## config.mk

```make
export PLATFORM = sky130hd
export DESIGN_NAME = frame_rate_resolution_governor
export DESIGN_NICKNAME = d
export VERILOG_FILES = /design/src/rtl/core/frg_pkg.sv /design/src/rtl/core/frg_ram.sv /design/src/rtl/core/frame_rate_resolution_governor.sv
export SDC_FILE = /design/constraint.sdc
export NUM_CORES = 2
export LEC_CHECK = 0
export BUFFER_PORTS_ARGS = -buffer_cell sky130_fd_sc_hd__buf_2
export CAP_MARGIN = 10
export CORE_MARGIN = 2
export CORE_UTILIZATION = 55
export CTS_BUF_LIST = sky130_fd_sc_hd__clkbuf_2 sky130_fd_sc_hd__clkbuf_4 sky130_fd_sc_hd__clkbuf_8
export DETAILED_ROUTE_END_ITERATION = 8
export PLACE_DENSITY = 0.71
export SYNTH_ARGS = -nofsm -noshare
export SYNTH_HDL_FRONTEND = slang
export SYNTH_SLANG_ARGS = --single-unit
```

## constraint.sdc

```tcl
create_clock -name clk -period 18.8 [get_ports clk]
set_clock_uncertainty 0.1 [all_clocks]
set_input_delay 1.88 -clock clk [delete_from_list [all_inputs] [get_ports clk]]
set_output_delay 1.88 -clock clk [all_outputs]
set_load 0.1 [all_outputs]
```

## src/rtl/core/frg_pkg.sv

```systemverilog
// Shared types and constants for the frame rate resolution governor.
// No dependencies.
`default_nettype none
package frg_pkg;
  localparam int HistDepth = 64;
  localparam int PosW = $clog2(HistDepth);
  localparam int SumW = 18 + PosW + 1;
  localparam logic [17:0] RingReset = 18'd11100;
  localparam logic [28:0] FpsNum = 29'd256000000;
  localparam logic [19:0] FpsMax = 20'd1048575;

  localparam logic [2:0] RegEnable = 3'd0;
  localparam logic [2:0] RegTarget = 3'd1;
  localparam logic [2:0] RegMaxTime = 3'd2;
  localparam logic [2:0] RegMinScale = 3'd3;
  localparam logic [2:0] RegMaxScale = 3'd4;
  localparam logic [2:0] RegGain = 3'd5;

  typedef enum logic [3:0] {
    ST_CLEAR, ST_IDLE, ST_WALK, ST_DIV_FPS, ST_DIV_RATIO, ST_GOAL, ST_SPRING,
    ST_VEL, ST_SCALE, ST_OUT
  } state_t;
endpackage
`default_nettype wire

```

## src/rtl/core/frg_ram.sv

```systemverilog
// Generic single-port-write, single-read RAM with registered read.
// No dependencies.
`default_nettype none
module frg_ram #(
  parameter int Width = 18,
  parameter int Depth = 64
) (
  input  wire logic                     clk,
  input  wire logic                     wr_en,
  input  wire logic [$clog2(Depth)-1:0] wr_addr,
  input  wire logic [Width-1:0]         wr_data,
  input  wire logic [$clog2(Depth)-1:0] rd_addr,
  output logic      [Width-1:0]         rd_data
);
  logic [Width-1:0] mem [Depth];
  always_ff @(posedge clk) begin
    if (wr_en) begin
      mem[wr_addr] <= wr_data;
    end
    rd_data <= mem[rd_addr];
  end
endmodule
`default_nettype wire

```

## src/rtl/core/frame_rate_resolution_governor.sv

```systemverilog
// Top level of the frame rate resolution governor.
// Depends on frg_pkg and frg_ram.
`default_nettype none
// One frame time word in, one result word out. After reset the ring memory is
// swept to 11100 us before the first word is taken. Each word is then taken,
// the ring memory walked (sum and peak), and the frame rate and the ratio
// found by bit-serial divisions. When the governor is on, the goal and the
// spring-damper update follow; the velocity and scale steps are skipped when
// the scale does not step. Then the output register is loaded. The next word
// is taken once that register is free.
module frame_rate_resolution_governor (
  input  wire logic        clk,
  input  wire logic        rst_n,
  input  wire logic        in_valid,
  output logic             in_ready,
  input  wire logic [17:0] in_frame_time_us,
  output logic             out_valid,
  input  wire logic        out_ready,
  output logic      [15:0] out_resolution_scale,
  output logic             out_scale_applied,
  output logic      [19:0] out_frames_per_second,
  output logic      [17:0] out_average_frame_us,
  output logic      [17:0] out_peak_frame_us,
  output logic             out_meeting_target,
  input  wire logic        cfg_valid,
  output logic             cfg_ready,
  input  wire logic [2:0]  cfg_index,
  input  wire logic [17:0] cfg_data
);
  localparam int PW = frg_pkg::PosW;

  frg_pkg::state_t state_r, state_nxt;

  logic        en_r;
  logic [9:0]  tgt_r;
  logic [17:0] maxt_r;
  logic [15:0] mins_r, maxs_r;
  logic [11:0] gain_r;

  logic [PW-1:0] pos_r, cnt_r;
  logic [PW:0]   walk_r;
  logic [17:0]   t_r;
  logic [frg_pkg::SumW-1:0] sum_r;
  logic [17:0]   peak_r;
  logic [19:0]   fps_r;
  logic [15:0]   cur_r, goal_r;
  logic signed [19:0] vel_r;
  logic          applied_r;
  logic [5:0]    dcnt_r;
  logic [33:0]   quo_r;
  logic [33:0]   rem_r;
  logic [33:0]   dvd_r;
  logic signed [35:0] prod_r;
  logic signed [20:0] vnew_r;

  logic        ram_we;
  logic [PW-1:0] ram_wa, ram_ra;
  logic [17:0] ram_wd, ram_rd;

  frg_ram #(.Width(18), .Depth(frg_pkg::HistDepth)) u_ring (
    .clk(clk), .wr_en(ram_we), .wr_addr(ram_wa), .wr_data(ram_wd),
    .rd_addr(ram_ra), .rd_data(ram_rd)
  );

  logic [9:0] tgt_eff;
  assign tgt_eff = (tgt_r == 10'd0) ? 10'd1 : tgt_r;

  // slot 0 is read on the same edge that writes it; forward the new word
  logic [17:0] walk_rd;
  assign walk_rd = (walk_r == (PW+1)'(1) && pos_r == PW'(1)) ? t_r : ram_rd;

  // ratio goal and spring terms
  logic [15:0] ratio;
  logic signed [17:0] goal_calc;
  logic signed [31:0] red_prod;
  logic signed [17:0] red;
  logic signed [17:0] inc;
  logic signed [17:0] diff;
  logic signed [17:0] mag;

  // next state
  always_comb begin
    state_nxt = state_r;
    unique case (state_r)
      frg_pkg::ST_CLEAR:     if (cnt_r == PW'(frg_pkg::HistDepth - 1))
                               state_nxt = frg_pkg::ST_IDLE;
      frg_pkg::ST_IDLE:      if (in_valid && !out_valid) state_nxt = frg_pkg::ST_WALK;
      frg_pkg::ST_WALK:      if (walk_r == (PW+1)'(frg_pkg::HistDepth))
                               state_nxt = frg_pkg::ST_DIV_FPS;
      frg_pkg::ST_DIV_FPS:   if (dcnt_r == 6'd0) state_nxt = frg_pkg::ST_DIV_RATIO;
      frg_pkg::ST_DIV_RATIO: if (dcnt_r == 6'd0)
                               state_nxt = en_r ? frg_pkg::ST_GOAL : frg_pkg::ST_OUT;
      frg_pkg::ST_GOAL:      state_nxt = frg_pkg::ST_SPRING;
      frg_pkg::ST_SPRING:    state_nxt = (mag >= 18'sd164) ? frg_pkg::ST_VEL
                                                           : frg_pkg::ST_OUT;
      frg_pkg::ST_VEL:       state_nxt = frg_pkg::ST_SCALE;
      frg_pkg::ST_SCALE:     state_nxt = frg_pkg::ST_OUT;
      frg_pkg::ST_OUT:       state_nxt = frg_pkg::ST_IDLE;
      default:               state_nxt = frg_pkg::ST_IDLE;
    endcase
  end

  // outputs of the sequencer
  always_comb begin
    in_ready = 1'b0;
    ram_we   = 1'b0;
    ram_wa   = pos_r;
    ram_wd   = in_frame_time_us;
    ram_ra   = walk_r[PW-1:0];
    unique case (state_r)
      frg_pkg::ST_CLEAR: begin
        ram_we = 1'b1;
        ram_wa = cnt_r;
        ram_wd = frg_pkg::RingReset;
      end
      frg_pkg::ST_IDLE: begin
        in_ready = !out_valid;
        ram_we   = in_valid && !out_valid;
        ram_ra   = '0;
      end
      default: ;
    endcase
  end
  assign cfg_ready = 1'b1;

  assign ratio = (quo_r > 34'd65535) ? 16'hFFFF : quo_r[15:0];
  always_comb begin
    red = 18'sd4096 - 18'sd2 * (18'sd3891 - $signed({2'b0, ratio}));
    if (red < 0) red = '0;
    red_prod = $signed({16'b0, cur_r}) * red[13:0];
    inc = ($signed({2'b0, ratio}) - 18'sd4301) * 18'sd2;
    if (inc > 18'sd1638) inc = 18'sd1638;
    goal_calc = $signed({2'b0, goal_r});
    if (ratio < 16'd3891) begin
      goal_calc = 18'(red_prod >>> 12);
      if (goal_calc < $signed({2'b0, mins_r})) goal_calc = $signed({2'b0, mins_r});
    end else if (ratio > 16'd4301) begin
      goal_calc = $signed({2'b0, cur_r}) + inc;
      if (goal_calc > $signed({2'b0, maxs_r})) goal_calc = $signed({2'b0, maxs_r});
    end
    diff = $signed({2'b0, goal_r}) - $signed({2'b0, cur_r});
    mag  = (diff < 0) ? -diff : diff;
  end

  // spring, damping, and step
  logic signed [31:0] spring_p;
  logic signed [21:0] spring, damp, sd;
  logic signed [35:0] dv_p;
  logic signed [21:0] dv;
  logic signed [21:0] vsum;
  logic signed [19:0] vsat;
  logic signed [31:0] step_p;
  logic signed [19:0] step;
  logic signed [20:0] snew;
  logic [15:0] sclamp;
  always_comb begin
    spring_p = diff * $signed({1'b0, gain_r});
    spring = 22'(spring_p / 256);
    damp   = 22'(vel_r / 2);
    sd     = spring - damp;
    dv_p   = prod_r;
    dv     = 22'(dv_p / 65536);
    vsum   = 22'(vel_r) + dv;
    if (vsum > 22'sd524287) vsat = 20'sd524287;
    else if (vsum < -22'sd524288) vsat = -20'sd524288;
    else vsat = vsum[19:0];
    step_p = vnew_r * 32'sd1049;
    step   = 20'(step_p / 65536);
    snew   = $signed({5'b0, cur_r}) + 21'(step);
    if (snew < $signed({5'b0, mins_r})) sclamp = mins_r;
    else if (snew < $signed({5'b0, maxs_r})) sclamp = snew[15:0];
    else sclamp = maxs_r;
  end

  logic [34:0] rem_sh;
  assign rem_sh = {rem_r, dvd_r[33]};

  // fps value as the ratio dividend uses it, valid for the held or new rate
  function automatic logic [29:0] fps_r_next(input logic [33:0] q);
    logic [19:0] f;
    f = fps_r;
    if (t_r != 18'd0) f = (q > 34'(frg_pkg::FpsMax)) ? frg_pkg::FpsMax : q[19:0];
    fps_r_next = {10'b0, f};
  endfunction

  always_ff @(posedge clk) begin
    if (!rst_n) begin
      state_r <= frg_pkg::ST_CLEAR;
      en_r <= 1'b1; tgt_r <= 10'd90; maxt_r <= 18'd11111;
      mins_r <= 16'd8192; maxs_r <= 16'd16384; gain_r <= 12'd512;
      pos_r <= '0; cnt_r <= '0; fps_r <= '0;
      cur_r <= 16'd16384; goal_r <= 16'd16384; vel_r <= '0;
      out_valid <= 1'b0;
    end else begin
      state_r <= state_nxt;
      if (cfg_valid && cfg_ready) begin
        unique case (cfg_index)
          frg_pkg::RegEnable:   en_r   <= cfg_data[0];
          frg_pkg::RegTarget:   tgt_r  <= cfg_data[9:0];
          frg_pkg::RegMaxTime:  maxt_r <= cfg_data;
          frg_pkg::RegMinScale: mins_r <= cfg_data[15:0];
          frg_pkg::RegMaxScale: maxs_r <= cfg_data[15:0];
          frg_pkg::RegGain:     gain_r <= cfg_data[11:0];
          default: ;
        endcase
      end
      if (out_valid && out_ready) out_valid <= 1'b0;
      unique case (state_r)
        frg_pkg::ST_CLEAR: cnt_r <= cnt_r + PW'(1);
        frg_pkg::ST_IDLE: begin
          if (in_valid && !out_valid) begin
            t_r    <= in_frame_time_us;
            pos_r  <= pos_r + PW'(1);
            walk_r <= (PW+1)'(1);
            sum_r  <= '0;
            peak_r <= '0;
          end
        end
        frg_pkg::ST_WALK: begin
          // data for index walk_r-1 arrives now
          sum_r <= sum_r + frg_pkg::SumW'(walk_rd);
          if (walk_rd > peak_r) peak_r <= walk_rd;
          walk_r <= walk_r + (PW+1)'(1);
          if (walk_r == (PW+1)'(frg_pkg::HistDepth)) begin
            dcnt_r <= 6'd29;
            dvd_r  <= {5'b0, frg_pkg::FpsNum} << 5;
            rem_r  <= '0;
            quo_r  <= '0;
          end
        end
        frg_pkg::ST_DIV_FPS, frg_pkg::ST_DIV_RATIO: begin
          if (dcnt_r != 6'd0) begin
            dvd_r  <= dvd_r << 1;
            dcnt_r <= dcnt_r - 6'd1;
            if (rem_sh >= ((state_r == frg_pkg::ST_DIV_FPS) ? 35'(t_r) : 35'(tgt_eff))) begin
              rem_r <= 34'(rem_sh - ((state_r == frg_pkg::ST_DIV_FPS) ? 35'(t_r)
                                                                      : 35'(tgt_eff)));
              quo_r <= {quo_r[32:0], 1'b1};
            end else begin
              rem_r <= rem_sh[33:0];
              quo_r <= {quo_r[32:0], 1'b0};
            end
          end else if (state_r == frg_pkg::ST_DIV_FPS) begin
            if (t_r != 18'd0) fps_r <= (quo_r > 34'(frg_pkg::FpsMax)) ? frg_pkg::FpsMax
                                                                       : quo_r[19:0];
            dcnt_r <= 6'd34;
            dvd_r  <= {fps_r_next(quo_r), 4'b0};
            rem_r  <= '0;
            quo_r  <= '0;
          end
        end
        frg_pkg::ST_GOAL: begin
          goal_r    <= goal_calc[15:0];
          applied_r <= 1'b0;
        end
        frg_pkg::ST_SPRING: begin
          applied_r <= (mag >= 18'sd164);
          prod_r    <= 36'(sd) * 36'sd1049;
        end
        frg_pkg::ST_VEL: begin
          vel_r  <= vsat;
          vnew_r <= 21'(vsat);
        end
        frg_pkg::ST_SCALE: begin
          cur_r  <= sclamp;
          goal_r <= sclamp;
        end
        frg_pkg::ST_OUT: begin
          out_valid             <= 1'b1;
          out_resolution_scale  <= cur_r;
          out_scale_applied     <= en_r && applied_r;
          out_frames_per_second <= fps_r;
          out_average_frame_us  <= 18'(sum_r >> PW);
          out_peak_frame_us     <= peak_r;
          out_meeting_target    <= (fps_r >= {2'b0, tgt_eff, 8'b0}) &&
                                   (18'(sum_r >> PW) <= maxt_r);
        end
        default: ;
      endcase
      if (state_r == frg_pkg::ST_IDLE) applied_r <= 1'b0;
    end
  end

`ifndef SYNTH
  a_one_result: assert property (@(posedge clk) disable iff (!rst_n)
    (in_valid && in_ready) |=> !out_valid) else $error("result before work done");
  a_no_take_while_busy: assert property (@(posedge clk) disable iff (!rst_n)
    (state_r != frg_pkg::ST_IDLE) |-> !in_ready) else $error("word taken while busy");
  a_scale_write: assert property (@(posedge clk) disable iff (!rst_n)
    (state_r == frg_pkg::ST_SCALE) |=> (cur_r == goal_r)) else $error("goal not tied");
`endif
endmodule
`default_nettype wire
```

Yosys cells after proc, flatten, opt, wreduce, memory -nomap -nowiden
Memory sizes are Yosys's and may differ from the RTL's. A register that Yosys moved wholly into a read port is not among the register bits.
Cells that the tools add are included.
{"block": "classes", "n_reduce_logical": 39, "mul": 4, "n_addsub": 19, "bitwise": 5, "div": 0, "n_eq_ne": 26, "mux": 59, "order_cmp": 18, "n_shift": 0}
{"op": "$mux W34", "n": 8}
{"op": "$pmux W34 S2", "n": 3}
{"op": "$mux W18", "n": 7}
{"op": "$mux W16", "n": 7}
{"op": "$mux W20", "n": 4}
{"op": "$add A22 B1 Y22", "n": 3}
{"op": "$pmux W25 S2", "n": 1}
{"op": "$lt A21 B17 Y1", "n": 2}
{"op": "$pmux W18 S2", "n": 1}
{"op": "$pmux W4 S9", "n": 1}
{"op": "$ge A35 B18 Y1", "n": 1}
{"op": "$gt A34 B16 Y1 const B", "n": 1}
{"op": "$gt A34 B20 Y1 const B", "n": 1}
{"op": "$mul A22 B12 Y34 const B", "n": 1}
{"op": "$sub A34 B18 Y34", "n": 1}
{"op": "$mul A20 B12 Y32 const B", "n": 1}
{"op": "$pmux W16 S2", "n": 1}
{"op": "$reduce_or A16 Y1", "n": 2}
{"op": "$mul A16 B14 Y30", "n": 1}
{"op": "$mul A17 B13 Y30", "n": 1}
{"op": "$mux W6", "n": 5}
{"op": "$mux W4", "n": 7}
{"op": "$add A25 B18 Y25", "n": 1}
{"op": "$mux W25", "n": 1}
{"op": "other kinds (64)", "n": 108}
{"block": "totals", "register_bits": 467, "elab_cells": 202, "latchBits": 0, "in_bits": 44, "mem_count": 1, "out_inout_bits": 77, "mem_bits_rw": 1152, "mem_bits_ro": 0}
{"name": "u_ring.mem", "words": 64, "width": 18, "rd": 1, "rd_clocked_by_memory_dff": 1, "write_ports": 1, "line_no": "frg_ram.sv:15", "text": "logic [Width-1:0] mem [Depth];"}

Logic depth before layout (Yosys ltp)
{"block": "depth", "word_depth": 11, "depth_mapped": 74, "ltp_nobuf": 72}

By module
A second synthesis with hierarchy kept.
{"block": "hier_totals", "hier_cells": 7635, "area_unflattened_um2": 95110.0}
{"mod": "frame_rate_resolution_governor", "area_each_um2": 50151.8, "cells_each": 5566, "seq_area_each_um2": 12251.8, "instances": 1}
{"mod": "frg_ram", "area_each_um2": 44958.1, "cells_each": 2069, "seq_area_each_um2": 34953.5, "instances": 1}

Least setup slack after synthesis
Ideal clock, no wire load.
{"block": "synth_timing", "path_type": "register -> register", "startpoint": "register cur_r[2]", "endpoint": "register dv_p[33] (netlist name)", "n_path_buf": 3, "stages_incl_launch_ff": 75, "period_less_slack_ns": 16.588, "path_slack_ns": 2.212, "arrival_time_ns": 16.333, "setup_ns": 0.155, "required_time_ns": 18.545, "path_cell_list": "dfxtp_1 > clkbuf_1 > inv_1 > ha_1 > nor2b_1 > o21ai_0 > a21boi_0 > o21ai_0 > a21boi_0 > o21ai_0 > a21boi_0 > o21ai_0 > nand2b_1 > a31oi_1 > o21ai_0 > a21o_1 > a21oi_1 > clkbuf_1 > (+39 left out) > xnor2_1 > clkbuf_1 > ha_1 > ha_1 > ha_1 > fa_1 > inv_1 > fa_1 > inv_1 > ha_1 > nor3_1 > inv_1 > a211oi_1 > nor2_1 > a41oi_1 > a21oi_1 > or3b_2 > mux2i_1"}
{"block": "synth_via", "elab_chain_cells": 7}
{"element": "start: declaration", "line_no": "frame_rate_resolution_governor.sv:46", "text": "logic [15:0] cur_r, goal_r;"}
{"element": "start signal: assignment", "line_no": "frame_rate_resolution_governor.sv:265", "text": "cur_r <= sclamp;"}
{"element": "$sub A16 B16 Y17 *", "line_no": "frame_rate_resolution_governor.sv:141", "text": "diff = $signed({2'b0, goal_r}) - $signed({2'b0, cur_r});"}
{"element": "$mul A17 B13 Y30 *", "line_no": "frame_rate_resolution_governor.sv:157", "text": "spring_p = diff * $signed({1'b0, gain_r});"}
{"element": "$reduce_or A8 Y1 (no source line)"}
{"element": "$and A1 B1 Y1 (no source line)"}
{"element": "$add A22 B1 Y22 (no source line) *"}
{"element": "$sub A22 B22 Y22 *", "line_no": "frame_rate_resolution_governor.sv:160", "text": "sd = spring - damp;"}
{"element": "$mul A22 B12 Y34 *", "line_no": "frame_rate_resolution_governor.sv:258", "text": "prod_r <= 36'(sd) * 36'sd1049;"}
Mark *: on every way between the ends. The rest lies on a longest branch, timed or not.
A chain may end at the register's enable or synchronous reset.

Final worst setup path
{"block": "layout_timing", "startpoint": "register cur_r[1]", "endpoint": "register dv_p[33] (netlist name)"}
{"block": "layout_via", "elab_chain_cells": 7}
{"element": "$sub A16 B16 Y17 *", "line_no": "frame_rate_resolution_governor.sv:141"}
{"element": "$mul A17 B13 Y30 *", "line_no": "frame_rate_resolution_governor.sv:157"}
{"element": "$reduce_or A8 Y1 (no source line)"}
{"element": "$and A1 B1 Y1 (no source line)"}
{"element": "$add A22 B1 Y22 (no source line) *"}
{"element": "$sub A22 B22 Y22 *", "line_no": "frame_rate_resolution_governor.sv:160"}
{"element": "$mul A22 B12 Y34 *", "line_no": "frame_rate_resolution_governor.sv:258"}
Marked as above.

==> results_dict.tcl <==
set metrics [dict create \
    status "complete, no violations" \
    critPathSlowestCell "a311o_1" \
    synth_top_family_by_area "adder cells" \
    grt_first_pass_wirelength_um 389000 \
    grt_max_degree 198 \
    start_kind "flip-flop" \
    end_kind "flip-flop" \
    yosys.area_share.simple 0.109 \
    routed_wl_um 254000 \
    cts.clk_slew.worst_paths_ns 0.06 \
    async_flop_share 0 \
    critical-path-max-stage-delay_ns 0.59 \
    cp.required_ns 19.51 \
    p_int_mw 7.19 \
    setup-violations-final 0 \
    synth_top_area_frac 0.455 \
    yosysTopAreaCell "edfxtp_1" \
    swShare 0.331 \
    highest_layer "met5" \
    cp.depth 68 \
    drt-pass1-iter-count 6 \
    maxCapViolCount 0 \
    yosys_warnings 0 \
    fp.dieH_um 421 \
    yosys-top-cells-area "edfxtp_1 (46%), ha_1 (8.9%), fa_1 (8.8%)" \
    gp_congestion 0.940 \
    synth_seq_cells 1632 \
    power.net_switching_mw 3.56 \
    placementRows 153 \
    synth_enable_flop_cells 1452 \
    power_density_nw_per_um2 102 \
    maxSlewHeadroom 0.195 \
    yosys_most_used_dff "edfxtp_1" \
    r2r_end "dv_p[33]" \
    crit_family "adder cells" \
    holdCritPathClass "flip-flop to flip-flop" \
    via_per_inst 5.92 \
    cts_made_buffers 287 \
    p_seq_frac 0.419 \
    clock_power_share 0.305 \
    drc 0 \
    nNetsFinal 9705 \
    tritoncts "done" \
    synth_cells 8373 \
    synth_cell_type_count 91 \
    antenna_found_initial 12 \
    dp_hpwl_um 172000 \
    crit_path_frequent_cell "fa_1" \
    setup_tns_ns 0 \
    cp_max_fo 15 \
    finalPower_mw 10.8 \
    root_buffer "clkbuf_8" \
    met1Wirelength_um 98800 \
    r2r_start "cur_r[1]" \
    period_share 0.927 \
    cts_sinks 1632 \
    p_leak_nw 42.1 \
    crit_type "flip-flop to flip-flop" \
    h-tree-depth 5 \
    wl_met3_um 16900 \
    synth_mux_area_frac 0.0421 \
    critPathBufInv 8 \
    met2_length_um 124000 \
    fmax_mhz 57.4 \
    coreArea_um2 173000 \
    period_minus_slack_ns 17.43 \
    setup.worst_path.end "dv_p[33]" \
    crit_path_start "cur_r[1]" \
    synth_seq_area_share 0.493 \
    crit_arrival_ns 18.14 \
    postCtsHoldBufs 0 \
    vdd_drop_max_uv 94.8 \
    ff2ff_setup_slack_ns 1.37 \
    wl_per_cell_um 22.9 \
    slew_violations 0 \
    vias 65649 \
    grt_pass1_vias 66084 \
    pin_count 121 \
    grt_overflow_total 0 \
    insertion_delay_ns 1.05 \
    yosys.area_share.adder 0.177 \
    synth-compound-area-share 0.106 \
    antenna_left 0 \
    syn2layout_area_growth_pct 9.68 \
    rsz0062_at_grt "no" \
    syn_area_um2 95800 \
    tightest_slew_ns 1.20 \
    initial_core_util 0.552 \
    dieArea_um2 178000 \
    r2r_cells 68 \
    syn_avg_cell_area_um2 11.4 \
    cts_buffer_depth 4 \
    worst_hold_startpoint "peak_r[5]" \
    die_width_um 421 \
    hold_violations 0 \
    combPwrFrac 0.276 \
    io_buffers 119 \
    syn_nets 9520 \
    yosys.area_share.xor_xnor 0.0240 \
    drt_iter0_drc 5861 \
    gr-usage-all-layers 0.284 \
    drive_gt1_frac 0.119 \
]
[worst register-to-register path: cells and delay by family, from the launching register on]
| family | cells | cell delay (ns) |
|---|---|---|
| XOR/XNOR | 1 | 0.21 |
| flip-flops | 1 | 0.34 |
| AND/OR/NAND/NOR | 10 | 2.34 |
| multiplexers | 1 | 0.14 |
| AO/OA/AOI/OAI | 31 | 6.74 |
| buffers and inverters | 8 | 0.46 |
| adder cells (fa/ha/maj) | 17 | 6.95 |
[placed cells by master, fill, tap and decap left out, types with 19 or more instances in the layout]
master    instances
mux2i_1          80
nor4_1           30
edfxtp_1       1452
nand4_1          33
nor3_1          140
a311oi_1         76
fa_1            419
buf_4           185
o21bai_1         40
ha_1            684
mux4_2           90
clkbuf_4         98
a21oi_1         416
or3_1            28
and2_1          256
a21o_1           87
o21ai_0         268
a31oi_1          93
and3_1           61
o22ai_1         151
clkinv_2         19
a21boi_0         26
o21a_1           38
clkbuf_8        303
nor2b_1          66
xnor2_1         172
buf_2           119
nor2_1          431
clkinv_1         43
nand2b_1         54
or2_2            29
nand3_1          75
inv_1           837
o211ai_1         34
dfxtp_1         180
xor2_1           87
a211oi_1        214
nand2_1         975
mux2_2          102
[state kept, by name, indices dropped and copies added, names as in the netlist, 20 cells and up]
| register | cells |
|---|---|
| vnew_r | 20 |
| fps_r | 20 |
| rem_r | 34 |
| vel_r | 20 |
| dv_p | 34 |
| sum_r | 24 |
| dvd_r | 30 |
| quo_r | 34 |
| out_frames_per_second | 20 |
| u_ring.mem | 1152 |
[cell usage after synthesis, types with 76 or more instances]
cell      number
and2_1       256
mux2i_1       80
xnor2_1      175
mux2_2       102
nand2_1      979
nor2_1       442
ha_1         684
edfxtp_1    1452
a21oi_1      417
a31oi_1       93
nor2b_1       78
o22ai_1      151
a21o_1        87
mux4_2        90
inv_1        837
o21ai_0      270
a211oi_1     214
a311oi_1      76
fa_1         419
clkbuf_1     362
dfxtp_1      180
nor3_1       146
xor2_1        88
[power groups by stage]
stage | Combinational [mW] | Sequential, mW | Clock (mW)
2_1_floorplan | 1.94 | 4.54 | 0
3_3_place_gp | 2.87 | 4.57 | 0
3_5_place_dp | 2.94 | 4.58 | 0
4_1_cts | 2.96 | 4.51 | 3.33
5_1_grt | 3.24 | 4.52 | 3.48
6_report | 2.97 | 4.51 | 3.28
[logic make-up after synthesis]
kind of cell             after synthesis
adder cells (fa/ha/maj)             1103
AO/OA/AOI/OAI                       1583
multiplexers                         277
AND/OR/NAND/NOR                     2261
buffers and inverters               1253
other                                  1
XOR/XNOR                             263
flip-flops                          1632
[per-stage QoR]
step	instances	area [um2]	utilization	hold WS, ns	setup WS, ns
after CTS	11077	105000	0.605	0.348	1.19
after global placement	10594	99400	0.573	0.337	1.58
after floorplan	8373	95800	-	0.326	2.21
final	11091	105000	0.606	0.346	1.37
after global routing	11086	105000	0.606	0.363	0.124
after detailed placement	10594	99400	0.573	0.335	1.29
[metal layers]
metal  GRT usage  vias up
met3      0.0433      673
met1       0.358    32255
met2       0.474     2589
met5           0        -
met4       0.154        4
li1            -    30128
[what timing repair did]
action,in CTS,in global routing
setup endpoints to repair,0,2
gates resized for setup,0,5
buffers inserted,0,0
hold endpoints to repair,0,0
[area by class of cell]
class	count	area, um2
clock buffers	401	4910
flip-flops and latches	1632	47200
multi-input cells	5488	44100
well taps	2325	2910
repair buffers	308	2060
diodes	14	35.0
clock inverters	82	697
inverters	841	3160
fillers	13813	68400
[worst min-delay path by stage]
stage / to / slack [ns] / cells after the start
after floorplan: out_peak_frame_us[10] / 0.33 / 0
after detailed placement: out_peak_frame_us[5] / 0.33 / 0
after CTS: out_peak_frame_us[5] / 0.35 / 0
final: out_peak_frame_us[5] / 0.35 / 0
after global placement: out_peak_frame_us[4] / 0.34 / 0
after global routing: out_peak_frame_us[4] / 0.36 / 0
Power figures use the tool's default switching activity.
